$ cat src/rtl/hit_pkg.sv
// Types and constants of the hash intern table.
// No dependencies.
package hit_pkg;

    localparam int KEY_W = 32;
    localparam int LEN_W = 16;
    localparam int BLK_W = 16;
    localparam int OFF_W = 16;

    localparam logic [LEN_W-1:0] LEN_MAX = 16'd65534;
    localparam logic [LEN_W-1:0] BLOCK_SIZE_RESET = 16'd4096;

    typedef struct packed {
        logic [BLK_W-1:0] blk;
        logic [OFF_W-1:0] off;
    } place_t;

    typedef struct packed {
        logic             occ;
        logic             lt;
        logic [KEY_W-1:0] key;
        place_t           place;
    } cell_link_t;

endpackage

$ cat src/rtl/hit_cell.sv
// One cell of the sorted key row: holds a key and its place, compares, shifts.
// Depends on hit_pkg.
module hit_cell #(
    parameter int CNT_W = 9,
    parameter int IDX = 0
) (
    input  logic                     clk,
    input  logic                     cmp_en,
    input  logic                     ins_en,
    input  logic [CNT_W-1:0]         count,
    input  logic [hit_pkg::KEY_W-1:0] cmp_key,
    input  hit_pkg::place_t          new_place,
    input  hit_pkg::cell_link_t      prev,
    output hit_pkg::cell_link_t      link,
    output logic                     hit,
    output hit_pkg::place_t          hit_place
);
    import hit_pkg::*;

    logic [KEY_W-1:0] key_reg;
    place_t           place_reg;
    logic             lt_reg;
    logic             eq_reg;
    logic             occ;

    assign occ = CNT_W'(IDX) < count;

    always_ff @(posedge clk)
    begin
        if (cmp_en)
        begin
            lt_reg <= occ && (key_reg < cmp_key);
            eq_reg <= occ && (key_reg == cmp_key);
        end
        if (ins_en)
        begin
            if (prev.lt && !lt_reg)
            begin
                key_reg   <= cmp_key;
                place_reg <= new_place;
            end
            else if (prev.occ && !prev.lt)
            begin
                key_reg   <= prev.key;
                place_reg <= prev.place;
            end
        end
    end

    assign link.occ   = occ;
    assign link.lt    = lt_reg;
    assign link.key   = key_reg;
    assign link.place = place_reg;

    assign hit       = eq_reg;
    assign hit_place = eq_reg ? place_reg : '0;

endmodule

$ cat config.mk
export PLATFORM = sky130hd
export DESIGN_NAME = hit_cell
export DESIGN_NICKNAME = d
export VERILOG_FILES = /design/src/rtl/hit_pkg.sv /design/src/rtl/hit_cell.sv
export SDC_FILE = /design/constraint.sdc
export NUM_CORES = 1
export LEC_CHECK = 0
export BUFFER_PORTS_ARGS = -buffer_cell sky130_fd_sc_hd__buf_4
export CORE_UTILIZATION = 43
export DETAILED_ROUTE_END_ITERATION = 16
export PLACE_DENSITY = 0.91
export SKIP_LAST_GASP = 1
export SYNTH_ARGS = -nofsm -noshare
export SYNTH_HDL_FRONTEND = slang
export SYNTH_SLANG_ARGS = --single-unit
$ cat constraint.sdc
create_clock -name clk -period 3.7 [get_ports clk]
set_clock_uncertainty 0.15 [all_clocks]
set_input_delay 0.37 -clock clk [delete_from_list [all_inputs] [get_ports clk]]
set_output_delay 0.37 -clock clk [all_outputs]
set_load 0.05 [all_outputs]
Word level (Yosys, flattened, before mapping)
Cells that the tools add are included.
{"block": "classes", "n_mux": 5, "eq_ne": 1, "magnitude_cmp": 2, "n_reduce_logical": 8}
{"operator": "32-bit 2-to-1 mux", "n": 5}
{"operator": "32-bit equality test", "n": 1}
{"operator": "32-bit < comparator", "n": 1}
{"operator": "1-bit by 9-bit < comparator with 1-bit output (first input constant)", "n": 1}
{"operator": "1-bit logical AND", "n": 4}
{"operator": "1-bit logical NOT", "n": 2}
{"operator": "2-bit AND reduction", "n": 1}
{"operator": "2-bit nonzero test", "n": 1}
{"block": "word_totals", "reg_bits": 66, "out_inout_bits": 99, "input_bits": 142, "wordCells": 21}

Logic depth before layout (Yosys ltp)
{"block": "logic_depth", "depth_word": 4, "mapped_depth": 7, "mapped_depth_nobuf": 7}

Worst setup path before layout
OpenSTA, ideal clock, no wires.
{"block": "synth_timing", "path_kind": "reg2reg", "from": "register lt_reg", "to": "register key_reg[0] (enable)", "path_buffers": 2, "setup_slack_ns": 0.801, "setup_time_ns": 0.426, "synth_period_minus_slack_ns": 2.899, "arrival_ns": 2.322, "path_stages_with_launch": 5, "required_time_ns": 3.124, "path_cell_list": "edfxtp_1 nor2b_4 buf_6 buf_6 o21a_1"}
{"block": "synth_via", "elab_chain_cells": 4}
{"element": "start, declared", "line": "hit_cell.sv:22", "rtl": "logic lt_reg;"}
{"element": "start signal, assigned", "line": "hit_cell.sv:32", "rtl": "lt_reg <= occ && (key_reg < cmp_key);"}
{"element": "1-bit logical NOT", "line": "hit_cell.sv:37", "rtl": "if (prev.lt && !lt_reg)"}
{"element": "1-bit logical AND", "line": "hit_cell.sv:37"}
{"element": "2-bit nonzero test (no source line)"}
{"element": "2-bit AND reduction (no source line)"}
{"element": "end signal, assigned", "line": "hit_cell.sv:39", "rtl": "key_reg <= cmp_key;"}
{"element": "end signal, assigned", "line": "hit_cell.sv:44", "rtl": "key_reg <= prev.key;"}
{"element": "end, declared", "line": "hit_cell.sv:20", "rtl": "logic [KEY_W-1:0] key_reg;"}
Every way passes these cells.
A chain may end at the register's enable or synchronous reset.

Worst setup path in the final report
{"block": "layout_timing", "from": "register lt_reg", "to": "register key_reg[30] (enable)"}
The elaborated chain is that of the path after synthesis.

==> run metrics <==
setup TNS=0 ns; clock latency at the later pin of the worst-skew pair=approximately 0.34 ns; Worst Path Required=approximately 3.5 ns; Layout Nets=roughly 710; wire length per cell after detailed routing=16.1 um; Crit Path Max Fanout=64; H-tree Lvls=3; vias in the first global route=3415; Lkg Pwr=~2.8 nW; FP Rows=34; Net Count, Synth=between 400 and 500; register bit count reported by yosys=66; VDD IR max=~0.00020 V; CP arrival=2.10 ns; warnings from Yosys=0; Critical path destination=key_reg[30]$_DFFE_PP_; Setup-failing EPs final=0; post-synthesis sequential area ratio=about half; Post-CTS Hold Buffers=0; CTS Sinks=between 60 and 70; Pre-Repair DR Iteration Count=4; max-cap viol count=0; I/O Pins=between 200 and 250; Filler cells=between 600 and 700; Overall Power=a little over 0.002 W; Mapped Area=roughly 0.0039 sq mm; kind of critical path=flop to flop; CTS buffer count=9; syn_area_per_cell=between 10 and 15 sq um; Netlist cell types=28; worst reg2reg path depth=3; Area Growth Syn to Fin=53.4%; dpl ws=around 1.4 ns; Critical Path Start Type=flop; clock-pin slew on the worst setup and hold paths=0.07 ns; CTS tree=done; outcome=complete, no violations; pin count of the biggest net entering global routing=between 60 and 70; via count=3200; final hold vios=0; critical path launch point=lt_reg$_DFFE_PP_; RD Place Congestion=0.825; worst rel slew slack=42.9%; DRC violations left=0; grt total ovfl=0; Via density=roughly 5; Post-CTS Setup Inserts=0; Final period util=about three fifths; Die W=around 97 um; Final ANT Viol Nets=0; buffers added on ports=240; Hold/Removal Path Class=input port to flop; fraction of layout cells with a size suffix above 1=59.4%; die height=96.9 um; core area=roughly 0.0087 sq mm; fin. max-slew vios=0; Worst R2R End=key_reg[30]$_DFFE_PP_; kind of end point of the critical path=flop; Die ar.=between 0.009 and 0.01 sq mm; RR Startpoint=lt_reg$_DFFE_PP_; maximum clock path buffer count=2; initial core utilization=between 40 and 50%; CTS resizes=0; power density over the cells=about 350 mW/mm^2; Syn Inst Count=298; min Tclk post-route=between 2 and 2.5 ns; final worst slack=around 1.4 ns; root buffer cell=clkbuf_8; R2R Setup Slk=~1.4 ns; post-DP HPWL=just over 8 mm; first-pass GRT wire length=~17 mm; total wire length=~10 mm; Antenna diodes=0; pin slew with the least headroom to its limit=about 0.85 ns; fmax=roughly 440 MHz; initial antenna violation count=0; RSZ-0062 raised after global routing=false; all-layer global routing usage=between 20% and 30%; First DRT Iteration DRCs=a little over 70
final cells by class:
class	instances	area [sq um]	share of cell area, %
clock inverters	6	57.6	0.970
inverters	34	128	2.15
multi-input cells	186	1660	28.0
well taps	108	135	2.28
clock buffers	10	128	2.15
flip-flops and latches	66	1980	33.4
repair buffers	242	1840	31.0
worst max-delay path: stages (launching register included):
cell and delay [ns]:
edfxtp_1 0.44, nor2b_4 0.70, o21a_2 0.28, buf_12 0.31
routing by layer:
| layer | vias up | part of all wire (%) | global-route usage [%] |
|---|---|---|---|
| li1 | 1564 | - | - |
| met1 | 1485 | 37 | 24.5 |
| met3 | 15 | 5.7 | 5.42 |
| met5 | - | 0 | 0 |
| met2 | 136 | 56 | 43.0 |
| met4 | 0 | 1.4 | 7.35 |
power by group:
part | switching, W | total [W] | internal [W]
clock network | 0.000280 | 0.000587 | 0.000307
registers | 0.0000259 | 0.000907 | 0.000881
logic | 0.000323 | 0.000582 | 0.000260
metrics by stage:
| stage | instance area, sq um | cells | hold slack, ns | utilization [%] |
|---|---|---|---|---|
| 2_1_floorplan | 3870 | 298 | 0.332 | - |
| 3_3_place_gp | 5750 | 636 | 0.456 | 65.9 |
| 3_5_place_dp | 5750 | 636 | 0.459 | 65.9 |
| 4_1_cts | 5930 | 652 | 0.100 | 68.0 |
| 5_1_grt | 5930 | 652 | 0.103 | 68.0 |
| 6_report | 5930 | 652 | 0.115 | 68.0 |
synth_stat cells:
cell	count	area, sq um
nand3_1	4	20.0
buf_2	1	5.00
nor3_2	1	10.0
inv_1	34	128
and2_1	32	200
nand2_1	9	33.8
mux2_2	64	721
o211ai_1	1	7.51
buf_4	2	15.0
o22ai_1	1	6.26
nor2b_1	3	18.8
o2111a_1	1	11.3
nor4_1	2	12.5
nor2b_4	1	13.8
edfxtp_1	66	1980
nand4_1	7	43.8
buf_6	6	67.6
clkbuf_1	3	11.3
nor3_1	3	15.0
o21ai_0	4	20.0
o21a_1	1	7.51
a21o_1	1	7.51
nor2_1	2	7.51
and4_1	2	17.5
a21oi_1	12	60.1
a221oi_1	2	17.5
ha_1	32	400
nand4b_1	1	8.76
logic make-up after synthesis:
group	after synthesis	synth area share (%)
AO/OA/AOI/OAI	23	3.56
adder cells (fa/ha/maj)	32	10.3
buffers and inverters	46	5.85
flip-flops	66	51.2
multiplexers	64	18.6
AND/OR/NAND/NOR	67	10.4
worst min path at each step:
stage	start	end	depth (start not counted)
floorplan	cmp_en	hit$_DFFE_PP_	0
global placement	cmp_en	hit$_DFFE_PP_	1
detailed placement	cmp_en	hit$_DFFE_PP_	1
CTS	cmp_en	lt_reg$_DFFE_PP_	1
global route	cmp_en	lt_reg$_DFFE_PP_	1
finish	cmp_en	lt_reg$_DFFE_PP_	1
cell usage in the layout (no fill, tap or decap), drive strengths merged, types with 5 or more instances in the layout:
| cell type | instances |
|---|---|
| inv | 34 |
| edfxtp | 66 |
| ha | 32 |
| a21oi | 12 |
| mux2 | 64 |
| clkbuf | 10 |
| nand2 | 9 |
| clkinv | 5 |
| and2 | 32 |
| buf | 242 |
| nand4 | 7 |
Power figures use the tool's default switching activity.
