`config.mk`:
```
export PLATFORM = sky130hd
export DESIGN_NAME = hit_alloc
export DESIGN_NICKNAME = d
export VERILOG_FILES = /design/src/rtl/hit_pkg.sv /design/src/rtl/hit_alloc.sv
export SDC_FILE = /design/constraint.sdc
export NUM_CORES = 1
export LEC_CHECK = 0
export BUFFER_PORTS_ARGS = -buffer_cell sky130_fd_sc_hd__buf_2
export CORE_MARGIN = 1
export CORE_UTILIZATION = 45
export CTS_CLUSTER_SIZE = 14
export DETAILED_ROUTE_END_ITERATION = 8
export PLACE_DENSITY_LB_ADDON = 0.2
export SLEW_MARGIN = 10
export SYNTH_ARGS = -nofsm -noshare
export SYNTH_HDL_FRONTEND = slang
export SYNTH_SLANG_ARGS = --single-unit
```
`constraint.sdc`:
```
create_clock -name clk -period 9.1 [get_ports clk]
set_input_delay 1.82 -clock clk [delete_from_list [all_inputs] [get_ports clk]]
set_output_delay 1.82 -clock clk [all_outputs]
set_load 0.005 [all_outputs]
```
`src/rtl/hit_pkg.sv`:
```
// Types and constants of the hash intern table.
// No dependencies.
package hit_pkg;

    localparam int KEY_W = 32;
    localparam int LEN_W = 16;
    localparam int BLK_W = 16;
    localparam int OFF_W = 16;

    localparam logic [LEN_W-1:0] LEN_MAX = 16'd65534;
    localparam logic [LEN_W-1:0] BLOCK_SIZE_RESET = 16'd4096;

    typedef struct packed {
        logic [BLK_W-1:0] blk;
        logic [OFF_W-1:0] off;
    } place_t;

    typedef struct packed {
        logic             occ;
        logic             lt;
        logic [KEY_W-1:0] key;
        place_t           place;
    } cell_link_t;

endpackage

```
`src/rtl/hit_alloc.sv`:
```
// Bump allocator for text blocks and the block size register.
// Depends on hit_pkg.
module hit_alloc (
    input  logic                      clk,
    input  logic                      rst_n,
    input  logic                      cfg_write,
    input  logic [hit_pkg::LEN_W-1:0] cfg_data,
    input  logic                      alloc_en,
    input  logic [hit_pkg::LEN_W-1:0] len,
    output hit_pkg::place_t           place
);
    import hit_pkg::*;

    logic [LEN_W-1:0] block_size_reg;
    logic [BLK_W-1:0] cur_block_reg;
    logic [OFF_W-1:0] used_reg;
    logic             open_reg;

    logic [LEN_W-1:0] len_c;
    logic [LEN_W:0]   need;
    logic [LEN_W:0]   sum;
    logic             over;
    logic [OFF_W-1:0] base;
    logic [OFF_W-1:0] used_next;

    always_comb
    begin
        len_c = (len > LEN_MAX) ? LEN_MAX : len;
        need  = {1'b0, len_c} + (LEN_W+1)'(1);
        sum   = {1'b0, used_reg} + need;
        over  = sum > {1'b0, block_size_reg};
        if (!open_reg)
        begin
            place.blk = '0;
            base      = '0;
        end
        else if (over)
        begin
            place.blk = cur_block_reg + BLK_W'(1);
            base      = '0;
        end
        else
        begin
            place.blk = cur_block_reg;
            base      = used_reg;
        end
        place.off = base;
        used_next = base + need[OFF_W-1:0];
    end

    always_ff @(posedge clk or negedge rst_n)
    begin
        if (!rst_n)
        begin
            block_size_reg <= BLOCK_SIZE_RESET;
            cur_block_reg  <= '0;
            used_reg       <= '0;
            open_reg       <= 1'b0;
        end
        else
        begin
            if (cfg_write)
            begin
                block_size_reg <= cfg_data;
            end
            if (alloc_en)
            begin
                cur_block_reg <= place.blk;
                used_reg      <= used_next;
                open_reg      <= 1'b1;
            end
        end
    end

endmodule

```
Word-level counts from Yosys, hierarchy flattened
Index checks and enable logic that the tools add are counted.
- register bits: 49
- input bits: 36
- output and inout port bits: 32
- logic and storage cells: 15
- add/sub/neg operators: 4
- order comparisons: 2
- mux-type cells: 5
- operators by type and width (cell ; count):
    $mux W16 ; 5
    $add A16 B1 Y17 const B ; 1
    $add A16 B17 Y17 ; 1
    $gt A17 B16 Y1 ; 1
    $add A16 B1 Y16 const B ; 1
    $add A16 B16 Y16 ; 1
    $gt A16 B16 Y1 const B ; 1

Logic depth before layout (Yosys ltp)
Gate-level depths: netlist (run 1).
- word-level depth: 8
- mapped depth: 36
- mapped depth without buffers: 33

Least setup slack after synthesis (run 1)
OpenSTA, ideal clock, no wires.
- path kind: input-to-reg
- from: input port len[7] in the netlist's numbering
- to: register used_reg[15]
- setup time: 0.127 ns
- data arrival time: 8.434 ns
- data required time: 8.973 ns
- setup slack: 0.539 ns
- stages: 33
- buffers on the path: 3
- cells stage by stage: and3_1 > and3_1 > nand3_1 > o21a_1 > ha_1 > ha_1 > a21o_1 > a21oi_1 > o21bai_1 > a221o_1 > a221oi_1 > o31ai_1 > a211oi_1 > nor3_1 > ha_1 > a21o_1 > a211oi_1 > nand2_1 > o31ai_1 > o21a_1 > buf_6 > buf_2 > buf_2 > and3_1 > ha_1 > a211oi_2 > o21ai_1 > a221o_1 > o311a_1 > o31a_1 > xor2_1 > o2bb2ai_1 > nand3b_1
- RTL lines (item ; line ; text):
    start, declared ; hit_alloc.sv:9 ; input logic [hit_pkg::LEN_W-1:0] len,
    end signal, assigned ; hit_alloc.sv:69 ; used_reg <= used_next;
    end, declared ; hit_alloc.sv:16 ; logic [OFF_W-1:0] used_reg;

==> results of run 1 <==
## cells in the mapped netlist (4+ instances only)
cell      number
mux2_2        12
buf_2          6
or3_1         23
xnor2_1       27
nand3_1       25
ha_1          53
o21a_1         5
a31oi_1        4
clkbuf_1      19
nand2_1       58
o21bai_1       6
o311ai_0      10
xor2_1         9
dfrtp_1       48
nor2_1        18
inv_1         32
or4_1          4
a21oi_1       40
o31ai_1        4
a21o_1        10
nand3b_1       4
and3_1        27
nand2b_1       6
nand4_1       13
o211ai_1      16
o21ai_0       35
nor3_1        14
## worst paths after layout
path | start | endpoint | cells after the start | slack, ps
min in group asynchronous | rst_n | block_size_reg[1] | 2 | 1610
min reg2reg | block_size_reg[12] | block_size_reg[12] | 2 | 520
min | block_size_reg[12] | block_size_reg[12] | 2 | 520
max reg2reg | used_reg[1] | used_reg[15] | 26 | 2810
max in group asynchronous | rst_n | open_reg | 2 | 7060
max | len[7] | place[24] | 25 | 380
## worst min-delay path: cells and delay by family, from the launching register on
kind	cells	cell delay (ps)
buf+inv	1	60
flops	1	370
compound gates	1	80
## power by group
| part | internal, mW | total [mW] | switching [mW] |
|---|---|---|---|
| combinational | 0.815 | 1.79 | 0.971 |
| sequential | 0.292 | 0.381 | 0.0886 |
| clock | 0.0897 | 0.164 | 0.0742 |
| total | 1.20 | 2.33 | 1.13 |
## timing repair
item | in CTS | in global routing
cloned | 0 | 0
pin swaps | 0 | 0
buffers inserted | 1 | 0
gates resized for setup | 0 | 8
setup endpoints to repair | 16 | 38
## stage by stage
step,power [mW],cell area [um2],worst slack (ps)
finish,2.33,5420,384
global placement,2.07,5240,87.5
CTS,2.31,5360,61.6
floorplan,1.69,4800,539
global route,2.58,5420,0.982
detailed placement,2.12,5240,-103
## layer usage
metal  share of wire (%)  up-vias  global-route usage, %
li1                    -     2251                      -
met1                  50     2094                   32.8
met2                  44      120                   35.1
met3                 5.3       12                   3.09
met4                 1.2        0                   5.43
met5                   0        -                      0
## cells by family after synthesis
group | synth area share [%]
compound gates | 22.7
fa+ha+maj | 14.6
xor+xnor | 6.56
flops | 25.5
mux | 3.44
buf+inv | 4.92
simple gates | 22.2
## layout make-up
class                      instances  area (um2)
clock buffer                       7        86.3
timing repair buffer              72         385
inverter                          32         120
tap                              136         170
sequential                        49        1230
fill                             957        4900
clock inverter                     1        30.0
multi-input combinational        470        3400
==> impl_metrics.env, run 1 <==
export IMPL_status="finished clean"
export IMPL_worst_path_buf_inv=3
export IMPL_place_hpwl_um=9040
export IMPL_drc=0
export IMPL_max_vdd_ir_drop_mv=0.287
export IMPL_synthArstFlopShare_pct=100
export IMPL_core_area_um2=10300
export IMPL_grt_max_degree=58
export IMPL_final_cells=767
export IMPL_grt_pass1_wl_um=20500
export IMPL_cts_tree="built"
export IMPL_pin_count=68
export IMPL_cts_sinks=49
export IMPL_synth_top_cell_area_share_pct=25.0
export IMPL_syn_inst=578
export IMPL_worstSetupPathType="in -> out"
export IMPL_grt_usage_pct=22.5
export IMPL_routed_wirelength_um=11900
export IMPL_first_pass_iters=5
export IMPL_detail_route_antenna_nets=0
export IMPL_die_h_um=105
export IMPL_slowest_delay_ps=340
export IMPL_final_util_pct=52.5
export IMPL_path_common_cell="nand2_1"
export IMPL_gp_congestion=0.949
export IMPL_hold_ws_ps=516
export IMPL_die_w_um=105
export IMPL_post_drt_via_cell_ratio=5.84
export IMPL_start_util_pct=46.5
export IMPL_tritoncts_num_buffers=5
export IMPL_yosys_area_top_type="dfrtp_1"
export IMPL_clockRootBuffer="clkbuf_8"
export IMPL_areaGrowthSynthToFinish_pct=12.8
export IMPL_routedWlPerCell_um=15.5
export IMPL_powerDensity_nw_per_um2=430
export IMPL_critPathArrivalTime_ps=6900
export IMPL_htreeDepth=2
export IMPL_layout_drive_gt1_share_pct=17.3
export IMPL_cpMaxStageDelayCell="xnor2_1"
export IMPL_clock_latency_ps=310
export IMPL_nets=721
export IMPL_tightest_slew_ps=906
export IMPL_critical_path_max_fanout=57
export IMPL_fin_crit_sh_pct=95.8
export IMPL_yosysSeqAreaShare_pct=25.5
export IMPL_critPathLaunchType="input pin"
export IMPL_drv_slew=0
export IMPL_dp_cells=758
export IMPL_leakagePower_nw=2.47
export IMPL_cp_top_family="simple AND/OR/NAND/NOR gates"
export IMPL_overflow=0
export IMPL_drv_cap=0
export IMPL_syn_area_um2=4800
export IMPL_min_period_ps=8720
export IMPL_die_area_um2=11100
export IMPL_postCtsHoldBufs=0
export IMPL_grt_pass1_vias=4284
export IMPL_port_buffer_count=67
export IMPL_slew_headroom_pct=39.5
export IMPL_crit_required_ps=7280
export IMPL_syn_num_nets=669
export IMPL_finClkSkew_ps=7.99
export IMPL_final_common_cell="buf_2"
export IMPL_clkSlewWorstSetupHoldPaths_ps=90
export IMPL_synth_seq_cells=49
export IMPL_antenna_found_initial=0
export IMPL_max_freq_mhz=115
export IMPL_synth_ff_type="dfrtp_1"
export IMPL_num_rows=37
export IMPL_hold_path_class="reg -> reg"
export IMPL_synth_edff_count=0
export IMPL_yosysUniqueCellTypes=62
export IMPL_synth_area_top_cells="dfrtp_1 (25%), ha_1 (14%), xnor2_1 (4.9%), nand2_1 (4.5%), a21oi_1 (4.2%)"
export IMPL_ys_warnings_count=0
export IMPL_hold_viol=0
export IMPL_clockBufferDepth=2
export IMPL_layout_common_cells="buf_2 (67), nand2_1 (58), ha_1 (52)"
export IMPL_antennaDiodeCount=0
export IMPL_setup_tns_ps=0
export IMPL_initialDrtViolationCount=301
export IMPL_grt_setup_unrepaired="false"
export IMPL_end_kind="primary output"
export IMPL_syn_area_per_cell_um2=8.31
export IMPL_vias=4477
export IMPL_setup_viol=0
Note: power is estimated with default switching activity, not from simulation.
==> run 2: changes to the inputs <==
BUFFER_PORTS_ARGS = -buffer_cell sky130_fd_sc_hd__clkbuf_2   (was -buffer_cell sky130_fd_sc_hd__buf_2)
CTS_CLUSTER_SIZE = default   (was 14)
PLACE_DENSITY_LB_ADDON = 0.1   (was 0.2)
==> run 2 against run 1 <==
  * Sequential power barely moved
  * Critical path depth increased by 1
  * Largest power group unchanged
  * Global-route usage up 0.58 points
  * Utilization rose by 0.073 points
  * Critical path type unchanged
==> impl_metrics.env, run 2 (synthesis gave the netlist of run 1 again) <==
export IMPL_fin_crit_sh_pct=95.6
export IMPL_port_buffer_count=67
export IMPL_clkSlewWorstSetupHoldPaths_ps=90
export IMPL_max_vdd_ir_drop_mv=0.264
export IMPL_layout_drive_gt1_share_pct=17.5
export IMPL_max_freq_mhz=115
export IMPL_vias=4533
export IMPL_grt_max_degree=58
export IMPL_grt_setup_unrepaired="false"
export IMPL_end_kind="primary output"
export IMPL_initialDrtViolationCount=297
export IMPL_areaGrowthSynthToFinish_pct=12.9
export IMPL_clockRootBuffer="clkbuf_8"
export IMPL_min_period_ps=8700
export IMPL_grt_pass1_vias=4314
export IMPL_htreeDepth=2
export IMPL_routedWlPerCell_um=16.1
export IMPL_post_drt_via_cell_ratio=5.88
export IMPL_status="finished clean"
export IMPL_pin_count=68
export IMPL_powerDensity_nw_per_um2=444
export IMPL_routed_wirelength_um=12400
export IMPL_core_area_um2=10300
export IMPL_antennaDiodeCount=0
export IMPL_tritoncts_num_buffers=5
export IMPL_worstSetupPathType="in -> out"
export IMPL_final_cells=771
export IMPL_drv_slew=0
export IMPL_die_w_um=105
export IMPL_cts_tree="built"
export IMPL_hold_path_class="reg -> reg"
export IMPL_critPathArrivalTime_ps=6880
export IMPL_final_util_pct=52.6
export IMPL_overflow=0
export IMPL_grt_usage_pct=23.1
export IMPL_detail_route_antenna_nets=0
export IMPL_postCtsHoldBufs=0
export IMPL_layout_common_cells="clkbuf_2 (67), nand2_1 (58), ha_1 (52)"
export IMPL_hold_viol=0
export IMPL_grt_pass1_wl_um=20700
export IMPL_drc=0
export IMPL_tightest_slew_ps=936
export IMPL_crit_required_ps=7280
export IMPL_critPathLaunchType="input pin"
export IMPL_final_common_cell="clkbuf_2"
export IMPL_clock_latency_ps=320
export IMPL_cts_sinks=49
export IMPL_setup_viol=0
export IMPL_leakagePower_nw=2.49
export IMPL_die_area_um2=11100
export IMPL_slew_headroom_pct=37.6
export IMPL_start_util_pct=46.5
export IMPL_gp_congestion=0.931
export IMPL_critical_path_max_fanout=29
export IMPL_setup_tns_ps=0
export IMPL_num_rows=37
export IMPL_finClkSkew_ps=15.0
export IMPL_antenna_found_initial=0
export IMPL_nets=725
export IMPL_dp_cells=760
export IMPL_die_h_um=105
export IMPL_drv_cap=0
export IMPL_first_pass_iters=4
export IMPL_clockBufferDepth=2
export IMPL_place_hpwl_um=9340
-- run 2: cell count changes in the layout (fill, tap and decap cells not counted), moves of 3 or more --
cell,before,now
xnor2_2,3,0
xnor2_1,24,27
buf_4,4,7
buf_2,67,0
clkbuf_2,0,67
-- run 2: worst max-delay path: stages --
cell	delay, ps
clkbuf_2	120
and3_1	230
and3_1	190
nand3_1	100
o21a_1	230
ha_2	420
ha_1	250
a21o_1	190
a21oi_2	170
o21bai_1	100
a221o_1	350
a221oi_2	350
o31ai_1	120
a211oi_1	230
nor3_1	70
ha_1	320
o21ai_0	80
nand2b_1	80
a21oi_1	70
nor2_1	140
o31ai_2	100
o21a_2	160
buf_12	160
or4_1	500
a21oi_1	180
clkbuf_2	150
-- run 2: metal layers --
layer	vias up	track usage, %	wire [um]
met5	-	0	0
met4	0	7.34	248
met3	20	3.40	541
met2	112	34.7	5320
met1	2145	33.8	6330
li1	2256	-	-
-- run 2: layout make-up --
type | instances | area (um2)
clock inverter | 1 | 30.0
fill | 976 | 4900
inverter | 32 | 120
multi-input combinational | 470 | 3360
timing repair buffer | 76 | 433
sequential | 49 | 1230
clock buffer | 7 | 86.3
tap | 136 | 170
-- run 2: stage by stage --
stage	hold WS, ps	area [um2]	setup WS (ps)	power [mW]
2_1_floorplan	469	4800	539	1.69
3_3_place_gp	522	5250	269	2.11
3_5_place_dp	526	5250	84.9	2.15
4_1_cts	541	5370	66.3	2.33
5_1_grt	568	5430	15.3	2.67
6_report	539	5430	404	2.41
-- run 2: path summary, 6_finish.rpt --
| check | from | end | slack [ps] | cells after the start |
|---|---|---|---|---|
| max | len[6] | place[25] | 400 | 26 |
| min | block_size_reg[12] | block_size_reg[12] | 540 | 2 |
| max reg2reg | used_reg[1] | used_reg[15] | 2870 | 26 |
| min reg2reg | block_size_reg[12] | block_size_reg[12] | 540 | 2 |
| max in group asynchronous | rst_n | used_reg[14] | 7020 | 2 |
| min in group asynchronous | rst_n | used_reg[0] | 1620 | 2 |
-- run 2: power by group --
| group | switching [mW] | internal [mW] | total, mW |
|---|---|---|---|
| clock | 0.0818 | 0.0899 | 0.172 |
| sequential | 0.0915 | 0.292 | 0.384 |
| combinational | 0.993 | 0.860 | 1.85 |
-- run 2: what timing repair did --
action	in CTS	in global routing
hold endpoints to repair	0	0
gates resized for setup	0	4
setup endpoints to repair	0	33
setup buffers	0	2
